## config.mk

```make
export PLATFORM = sky130hd
export DESIGN_NAME = page_frame_allocator
export DESIGN_NICKNAME = d
export VERILOG_FILES = /design/src/pfa_pkg.sv /design/src/page_frame_allocator.sv /design/src/pfa_ram.sv /design/src/pfa_bitmap.sv
export SDC_FILE = /design/constraint.sdc
export NUM_CORES = 1
export LEC_CHECK = 0
export BUFFER_PORTS_ARGS = -buffer_cell sky130_fd_sc_hd__buf_2
export CORE_AREA = 2 2 232 463
export CTS_CLUSTER_DIAMETER = 30
export DETAILED_ROUTE_END_ITERATION = 8
export DIE_AREA = 0 0 234 465
export HOLD_SLACK_MARGIN = 0.06
export PLACE_DENSITY = 0.57
export SLEW_MARGIN = 5
export SYNTH_ARGS = -nofsm -noshare
export SYNTH_HDL_FRONTEND = slang
export SYNTH_HIERARCHICAL = 1
export SYNTH_SLANG_ARGS = --single-unit
export TNS_END_PERCENT = 100
```

## constraint.sdc

```tcl
create_clock -name clk_i -period 12.8 [get_ports clk_i]
set_input_delay 0.64 -clock clk_i [delete_from_list [all_inputs] [get_ports clk_i]]
set_output_delay 0.64 -clock clk_i [all_outputs]
set_load 0.01 [all_outputs]
```

## src/pfa_pkg.sv

```systemverilog
// ----------------------------------------------------------------------------
// pfa_pkg
// shared types and constants of the page frame allocator
// ----------------------------------------------------------------------------
package pfa_pkg;

  localparam int unsigned FRAMES      = 32;
  localparam int unsigned IDX_W       = $clog2(FRAMES);
  localparam int unsigned CNT_W       = $clog2(FRAMES + 1);
  localparam int unsigned ADDR_W      = 32;
  localparam int unsigned AMOUNT_W    = 32;
  localparam int unsigned DIR_W       = 10;
  localparam int unsigned FREE_W      = 6;
  localparam int unsigned FRAME_SHIFT = 22;
  localparam int unsigned NEED_W      = AMOUNT_W + 1;

  localparam logic [1:0] OP_CHECK = 2'd0;
  localparam logic [1:0] OP_ALLOC = 2'd1;
  localparam logic [1:0] OP_FREE  = 2'd2;

  // rounding term for ceil(amount / frame size)
  localparam logic [NEED_W-1:0] FRAME_ROUND = NEED_W'((64'd1 << FRAME_SHIFT) - 64'd1);

  typedef struct packed {
    logic [1:0]          operation;
    logic [AMOUNT_W-1:0] amount;
    logic [ADDR_W-1:0]   virt_addr;
  } req_t;

  typedef struct packed {
    logic              ok;
    logic              dir_write;
    logic [DIR_W-1:0]  dir_index;
    logic [DIR_W-1:0]  frame_number;
    logic              present_flag;
    logic              writable_flag;
    logic              user_flag;
    logic              large_page_flag;
    logic [FREE_W-1:0] free_frames;
  } res_t;

  // bitmap update command
  typedef struct packed {
    logic             set;
    logic             clr;
    logic [IDX_W-1:0] idx;
  } bm_cmd_t;

endpackage

```

## src/page_frame_allocator.sv

```systemverilog
// ----------------------------------------------------------------------------
// page_frame_allocator
// first fit 4 MiB frame allocator with used bitmap and owner address ram
// ----------------------------------------------------------------------------
// latency: check, unknown op and allocate on a full pool give the result in
//   the cycle after the accepting edge; allocate scans up to the lowest free index,
//   free scans up to the matching index, comparing each owner after its ram read
// throughput: one item at a time, one scan step per cycle; next beat taken while a result shows
// reset: frame 0 used, free count FRAMES - 1; owner ram is not cleared
// the receiver cannot stall: each result is on res_o for one cycle with done_o
module page_frame_allocator (
  input  logic            clk_i,
  input  logic            rst_ni,
  input  logic            start,
  output logic            busy,
  input  pfa_pkg::req_t   req_i,
  output logic            done_o,
  output pfa_pkg::res_t   res_o
);

  typedef enum logic [1:0] {
    ST_IDLE,
    ST_ALLOC,
    ST_FREE
  } state_e;

  state_e                          state_q, state_d;
  logic [pfa_pkg::CNT_W-1:0]       scan_q, scan_d;       // next frame to visit
  logic [pfa_pkg::IDX_W-1:0]       cmp_idx_q, cmp_idx_d; // frame whose owner is in rdata
  logic                            cmp_vld_q, cmp_vld_d;
  logic [pfa_pkg::ADDR_W-1:0]      vaddr_q, vaddr_d;
  logic                            done_q, done_d;
  pfa_pkg::res_t                   res_q, res_d;

  pfa_pkg::bm_cmd_t                bm_cmd;
  logic [pfa_pkg::IDX_W-1:0]       bm_rd_idx;
  logic                            bm_used;
  logic [pfa_pkg::CNT_W-1:0]       free_cnt;

  logic                            ram_we;
  logic                            ram_re;
  logic [pfa_pkg::IDX_W-1:0]       ram_raddr;
  logic [pfa_pkg::ADDR_W-1:0]      ram_rdata;

  logic [pfa_pkg::NEED_W-1:0]      needed;
  logic                            accept;
  logic                            owner_hit;

  pfa_bitmap u_bitmap (
    .clk_i    (clk_i),
    .rst_ni   (rst_ni),
    .cmd_i    (bm_cmd),
    .rd_idx_i (bm_rd_idx),
    .used_o   (bm_used),
    .count_o  (free_cnt)
  );

  // owner address per frame; written on allocate, read during the free scan
  pfa_ram #(
    .DEPTH (pfa_pkg::FRAMES),
    .WIDTH (pfa_pkg::ADDR_W)
  ) u_owner_ram (
    .clk_i   (clk_i),
    .we_i    (ram_we),
    .waddr_i (scan_q[pfa_pkg::IDX_W-1:0]),
    .wdata_i (vaddr_q),
    .re_i    (ram_re),
    .raddr_i (ram_raddr),
    .rdata_o (ram_rdata)
  );

  assign accept = start && (state_q == ST_IDLE);
  assign busy   = (state_q != ST_IDLE);

  // frames needed by a check, 33 bits so the rounding cannot wrap
  assign needed = (pfa_pkg::NEED_W'(req_i.amount) + pfa_pkg::FRAME_ROUND) >> pfa_pkg::FRAME_SHIFT;

  // the allocate scan looks at the bitmap directly, the free scan in the cycle
  // after the ram read
  assign bm_rd_idx = (state_q == ST_ALLOC) ? scan_q[pfa_pkg::IDX_W-1:0] : cmp_idx_q;
  assign owner_hit = cmp_vld_q && bm_used && (ram_rdata == vaddr_q);
  assign ram_raddr = scan_q[pfa_pkg::IDX_W-1:0];

  always_comb begin
    state_d   = state_q;
    scan_d    = scan_q;
    cmp_idx_d = cmp_idx_q;
    cmp_vld_d = cmp_vld_q;
    vaddr_d   = vaddr_q;
    done_d    = 1'b0;
    res_d     = '0;
    res_d.free_frames = pfa_pkg::FREE_W'(free_cnt);
    bm_cmd    = '0;
    ram_we    = 1'b0;
    ram_re    = 1'b0;

    case (state_q)
      ST_IDLE: begin
        if (accept) begin
          vaddr_d   = req_i.virt_addr;
          scan_d    = '0;
          cmp_vld_d = 1'b0;
          case (req_i.operation)
            pfa_pkg::OP_CHECK: begin
              done_d   = 1'b1;
              res_d.ok = (pfa_pkg::NEED_W'(free_cnt) >= needed);
            end
            pfa_pkg::OP_ALLOC: begin
              if (free_cnt == '0) begin
                done_d = 1'b1;   // full pool
              end else begin
                state_d = ST_ALLOC;
              end
            end
            pfa_pkg::OP_FREE: begin
              state_d = ST_FREE;
            end
            default: begin
              done_d = 1'b1;     // unknown op: plain failure
            end
          endcase
        end
      end

      ST_ALLOC: begin
        if (!bm_used) begin
          // lowest free frame found
          ram_we     = 1'b1;
          bm_cmd.set = 1'b1;
          bm_cmd.idx = scan_q[pfa_pkg::IDX_W-1:0];
          done_d     = 1'b1;
          state_d    = ST_IDLE;
          res_d.ok              = 1'b1;
          res_d.dir_write       = 1'b1;
          res_d.dir_index       = vaddr_q[pfa_pkg::ADDR_W-1 -: pfa_pkg::DIR_W];
          res_d.frame_number    = pfa_pkg::DIR_W'(scan_q[pfa_pkg::IDX_W-1:0]);
          res_d.present_flag    = 1'b1;
          res_d.writable_flag   = 1'b1;
          res_d.user_flag       = 1'b1;
          res_d.large_page_flag = 1'b1;
          res_d.free_frames     = pfa_pkg::FREE_W'(free_cnt - pfa_pkg::CNT_W'(1));
        end else if (scan_q == pfa_pkg::CNT_W'(pfa_pkg::FRAMES - 1)) begin
          done_d  = 1'b1;
          state_d = ST_IDLE;
        end else begin
          scan_d = scan_q + pfa_pkg::CNT_W'(1);
        end
      end

      ST_FREE: begin
        if (owner_hit) begin
          bm_cmd.clr = 1'b1;
          bm_cmd.idx = cmp_idx_q;
          done_d     = 1'b1;
          state_d    = ST_IDLE;
          res_d.ok           = 1'b1;
          res_d.dir_write    = 1'b1;
          res_d.dir_index    = vaddr_q[pfa_pkg::ADDR_W-1 -: pfa_pkg::DIR_W];
          res_d.frame_number = pfa_pkg::DIR_W'(cmp_idx_q);
          res_d.free_frames  = pfa_pkg::FREE_W'(free_cnt + pfa_pkg::CNT_W'(1));
        end else if (scan_q == pfa_pkg::CNT_W'(pfa_pkg::FRAMES)) begin
          // last owner compared, no match
          done_d  = 1'b1;
          state_d = ST_IDLE;
        end else begin
          ram_re    = 1'b1;
          cmp_idx_d = scan_q[pfa_pkg::IDX_W-1:0];
          cmp_vld_d = 1'b1;
          scan_d    = scan_q + pfa_pkg::CNT_W'(1);
        end
      end

      default: begin
        state_d = ST_IDLE;
      end
    endcase
  end

  always_ff @(posedge clk_i or negedge rst_ni) begin
    if (!rst_ni) begin
      state_q   <= ST_IDLE;
      scan_q    <= '0;
      cmp_idx_q <= '0;
      cmp_vld_q <= 1'b0;
      vaddr_q   <= '0;
      done_q    <= 1'b0;
      res_q     <= '0;
    end else begin
      state_q   <= state_d;
      scan_q    <= scan_d;
      cmp_idx_q <= cmp_idx_d;
      cmp_vld_q <= cmp_vld_d;
      vaddr_q   <= vaddr_d;
      done_q    <= done_d;
      res_q     <= res_d;
    end
  end

  assign done_o = done_q;
  assign res_o  = res_q;

  a_write_is_ok: assert property (@(posedge clk_i) disable iff (!rst_ni)
    (done_q && res_q.dir_write) |-> res_q.ok)
    else $error("directory write on a failed beat");

  a_write_ends_scan: assert property (@(posedge clk_i) disable iff (!rst_ni)
    (done_q && res_q.dir_write) |-> (state_q == ST_IDLE) && $past(state_q != ST_IDLE))
    else $error("write result without a finished scan");

  a_no_done_midscan: assert property (@(posedge clk_i) disable iff (!rst_ni)
    (state_q != ST_IDLE) |-> !done_q)
    else $error("result issued while scan continues");

  a_count_bound: assert property (@(posedge clk_i) disable iff (!rst_ni)
    free_cnt <= pfa_pkg::CNT_W'(pfa_pkg::FRAMES - 1))
    else $error("free count above pool size");

endmodule

```

## src/pfa_ram.sv

```systemverilog
// ----------------------------------------------------------------------------
// pfa_ram
// single write port, single read port ram with registered read data
// ----------------------------------------------------------------------------
module pfa_ram #(
  parameter int unsigned DEPTH = 32,
  parameter int unsigned WIDTH = 32
) (
  input  logic                     clk_i,
  input  logic                     we_i,
  input  logic [$clog2(DEPTH)-1:0] waddr_i,
  input  logic [WIDTH-1:0]         wdata_i,
  input  logic                     re_i,
  input  logic [$clog2(DEPTH)-1:0] raddr_i,
  output logic [WIDTH-1:0]         rdata_o
);

  logic [WIDTH-1:0] mem [DEPTH];
  logic [WIDTH-1:0] rdata_q;

  always_ff @(posedge clk_i) begin
    if (we_i) begin
      mem[waddr_i] <= wdata_i;
    end
  end

  always_ff @(posedge clk_i) begin
    if (re_i) begin
      rdata_q <= mem[raddr_i];
    end
  end

  assign rdata_o = rdata_q;

endmodule

```

## src/pfa_bitmap.sv

```systemverilog
// ----------------------------------------------------------------------------
// pfa_bitmap
// used bit per frame and free frame count
// ----------------------------------------------------------------------------
module pfa_bitmap (
  input  logic                      clk_i,
  input  logic                      rst_ni,
  input  pfa_pkg::bm_cmd_t          cmd_i,
  input  logic [pfa_pkg::IDX_W-1:0] rd_idx_i,
  output logic                      used_o,
  output logic [pfa_pkg::CNT_W-1:0] count_o
);

  logic [pfa_pkg::FRAMES-1:0] used_q, used_d;
  logic [pfa_pkg::CNT_W-1:0]  count_q, count_d;

  always_comb begin
    used_d  = used_q;
    count_d = count_q;
    if (cmd_i.set) begin
      used_d[cmd_i.idx] = 1'b1;
      count_d           = count_q - pfa_pkg::CNT_W'(1);
    end else if (cmd_i.clr) begin
      used_d[cmd_i.idx] = 1'b0;
      count_d           = count_q + pfa_pkg::CNT_W'(1);
    end
  end

  // frame 0 is reserved from reset on
  always_ff @(posedge clk_i or negedge rst_ni) begin
    if (!rst_ni) begin
      used_q  <= pfa_pkg::FRAMES'(1);
      count_q <= pfa_pkg::CNT_W'(pfa_pkg::FRAMES - 1);
    end else begin
      used_q  <= used_d;
      count_q <= count_d;
    end
  end

  assign used_o  = used_q[rd_idx_i];
  assign count_o = count_q;

  a_count_matches: assert property (@(posedge clk_i) disable iff (!rst_ni)
    $countones(~used_q) == int'(count_q))
    else $error("free count out of step with bitmap");

  a_frame0_kept: assert property (@(posedge clk_i) disable iff (!rst_ni)
    used_q[0])
    else $error("reserved frame released");

endmodule
```

==> results.py <==
metrics = {
    "timing": {
        "setup_viol": 0,
        "fin_crit_sh": 0.455,
        "max_clock_freq_mhz": 172,
        "fin_setup_tns_ns": 0,
        "slew_viol_final": 0,
        "relSlewSlack": 0.145,
        "worst_pin_slew_ns": 1.28,
        "finalHoldViolCount": 0,
        "clock_skew_ns": 0.0287,
        "rsz0062_at_grt": "false",
        "min_period_ns": 5.83,
    },
    "synth": {
        "ys_types": 65,
        "synth_seq_cells": 1165,
        "ys.flop_type": "edfxtp_1",
        "syn_avg_cell_area_um2": 16.6,
        "synth_warnings": 6,
        "ys_seq_area_frac": 0.732,
        "postSynthCellCount": 2830,
        "async_reset_ff_frac": 0.0936,
        "syn_area_um2": 47000,
        "synth_edf_count": 1056,
    },
    "final_layout": {
        "drive_gt1_frac": 0.180,
        "final_cell_mix": "1056 x edfxtp_1, 525 x mux2i_1, 151 x clkbuf_16, 123 x nand2_1, 111 x nand3_1",
        "fin_nets": 3075,
        "fin_cells": 4474,
        "stdcell_area_um2": 54200,
        "area_growth_pct": 15.3,
        "final_common_cell": "edfxtp_1",
    },
    "worst_setup_path": {
        "ff2ff_setup_slack_ns": 6.97,
        "r2r_cells": 10,
        "crit_chain": "inv_1 -> ha_1 -> o21ai_0 -> mux4_2 -> mux2i_1 -> nor3_1 -> or4_1 -> nor2_4 -> nand3b_1 -> nor2_4",
        "endpoint_kind": "register",
        "path_delay_family": "simple AND/OR/NAND/NOR gates",
        "path_depth": 10,
        "critPathLaunchType": "register",
        "worstPathMaxFanout": 32,
        "crit_slowest_cell": "nor2_4",
        "required_ns": 13.16,
        "cpPeakStageDelay_ns": 1.26,
        "crit_buf_inv": 1,
        "crit_arrival_ns": 6.19,
        "criticalPathCategory": "reg2reg",
        "critPathMostFrequentCell": "nor2_4",
    },
    "job": {
        "max-cap-violations": 0,
    },
    "grt": {
        "grt_util_all_layers": 0.230,
        "grt_pass1_wl_um": 179000,
        "met1_usage": 0.318,
        "grt_use_met3": 0.0363,
        "met2_usage": 0.371,
        "grt_pass1_vias": 25400,
        "busiest_layer": "met2",
        "grt_max_degree": 129,
        "antenna_found_initial": 3,
        "grt-ovfl-total": 0,
    },
    "clock_tree": {
        "clockRootBuffer": "clkbuf_16",
        "postCtsSetupBuffers": 0,
        "clkSinkCount": 1165,
        "clock_latency_ns": 0.76,
        "tritoncts": "done",
        "cts_buffers": 147,
        "clk_pin_slew_ns": 0.06,
        "ctsHtreeMaxLevel": 4,
        "cts.path.max_buffers": 3,
    },
    "routing": {
        "ant_nets": 0,
        "first_pass_iters": 5,
        "drtIter0Drc": 2272,
        "avgViaCountPerCell": 5.77,
        "wl_per_cell_um": 27.8,
        "drc": 0,
        "num_vias": 25800,
        "wirelength_um": 124000,
    },
    "placement": {
        "place_area_um2": 49100,
        "port_buffers": 97,
        "globalplace.congestion": 0.855,
        "hpwlAfterDp_um": 73700,
        "dp_cells": 4205,
    },
    "power": {
        "intPower_mw": 8.70,
        "seq_power_share": 0.391,
        "combPwrFrac": 0.293,
        "clkPwrFrac": 0.316,
        "worst_ir_drop_vdd_uv": 196,
        "p_sw_frac": 0.349,
        "powerDensity_nw_per_um2": 247,
        "power.leakage_nw": 19.0,
        "switchingPower_mw": 4.66,
    },
    "die": {
        "die_y_um": 465,
        "start_util": 0.446,
        "std_cell_rows": 169,
        "core_region_area_um2": 106000,
        "io_pins": 103,
        "die_w_um": 234,
        "die_area_um2": 109000,
    },
    "worst_hold_path": {
        "min_path_type": "in2reg",
        "hold_depth": 2,
    },
    "status": {
        "status": "complete, no violations",
    },
}
[synth_stat cells, types with 14 or more instances]
master,instances,area [µm²]
nor2_1,84,315
nand3_1,111,556
a22o_1,64,561
clkbuf_1,54,203
a21oi_1,98,490
edfxtp_1,1056,31700
a31oi_1,33,206
dfrtp_1,103,2580
mux2i_1,525,5260
inv_1,14,52.6
and2_1,14,87.6
xor2_1,26,228
nor2b_1,20,125
a22oi_1,104,781
o21ai_0,17,85.1
buf_2,36,180
nor3_1,46,230
buf_6,16,180
nor4_1,20,125
ha_1,18,225
buf_4,42,315
nand2_1,125,469
mux2_2,73,822
[cells by family after synthesis]
kind of cell | Yosys count | share of synthesized area
buffers and inverters | 176 | 0.0211
AOI/OAI and AO/OA | 352 | 0.0515
and+or+nand+nor | 476 | 0.0497
DFF | 1165 | 0.732
other | 1 | 0.0000797
adders and majority gates | 19 | 0.00522
xor gates and xnor gates | 34 | 0.00633
muxes | 607 | 0.134
[layout make-up]
class                           instances  area, µm²
Fill cell                            8566      51300
Clock inverter                        102       1210
Multi-Input combinational cell       1493      11900
Clock buffer                          165       3860
Sequential cell                      1165      34500
Timing Repair Buffer                  164       1010
Antenna cell                            1       2.50
Inverter                               16       60.1
Tap cell                             1368       1710
[power groups by stage]
stage / clock network, mW / logic (mW) / registers, mW
floorplan: 0 / 2.20 / 5.40
global placement: 0 / 3.91 / 5.30
detailed placement: 0 / 3.95 / 5.30
CTS: 4.29 / 3.96 / 5.23
global route: 4.46 / 4.15 / 5.25
finish: 4.22 / 3.92 / 5.22
[registers in the layout (all words and copies together) (netlist names), named ones only]
signal,cells
res_o,24
u_bitmap/count_o,6
cmp_vld_q,1
done_o,1
u_owner_ram/mem,1024
vaddr_q,32
u_owner_ram/rdata_o,32
scan_q,6
state_q,2
cmp_idx_q,5
[through the flow]
stage | hold WS (ns) | power (mW) | utilization | setup slack (ns)
finish | 0.111 | 13.4 | 0.514 | 6.97
CTS | 0.0614 | 13.5 | 0.514 | 6.96
global route | 0.0837 | 13.9 | 0.514 | 6.74
detailed placement | 0.495 | 9.25 | 0.465 | 7.00
floorplan | 0.344 | 7.61 | - | 6.95
global placement | 0.492 | 9.21 | 0.465 | 7.08
[worst paths after layout]
kind / from / to
min: req_i[14] / vaddr_q[14]
max: state_q[1] / u_owner_ram/mem[21][3]
max in group asynchronous: rst_ni / vaddr_q[18]
min reg2reg: register / register
min in group asynchronous: rst_ni / res_o[1]
max reg2reg: state_q[1] / u_owner_ram/mem[21][3]
[repair_timing]
action,in CTS,in global routing
hold endpoints to repair,72,0
gates resized for setup,0,0
hold buffers,1,0
[layer usage]
metal | routed length [µm] | part of all wire | vias up
met3 | 6290 | 0.051 | 173
met4 | 3940 | 0.032 | 2
met5 | 12 | 0.000097 | -
li1 | - | - | 11400
met2 | 60900 | 0.49 | 788
met1 | 53100 | 0.43 | 13400
Power figures use the tool's default switching activity.
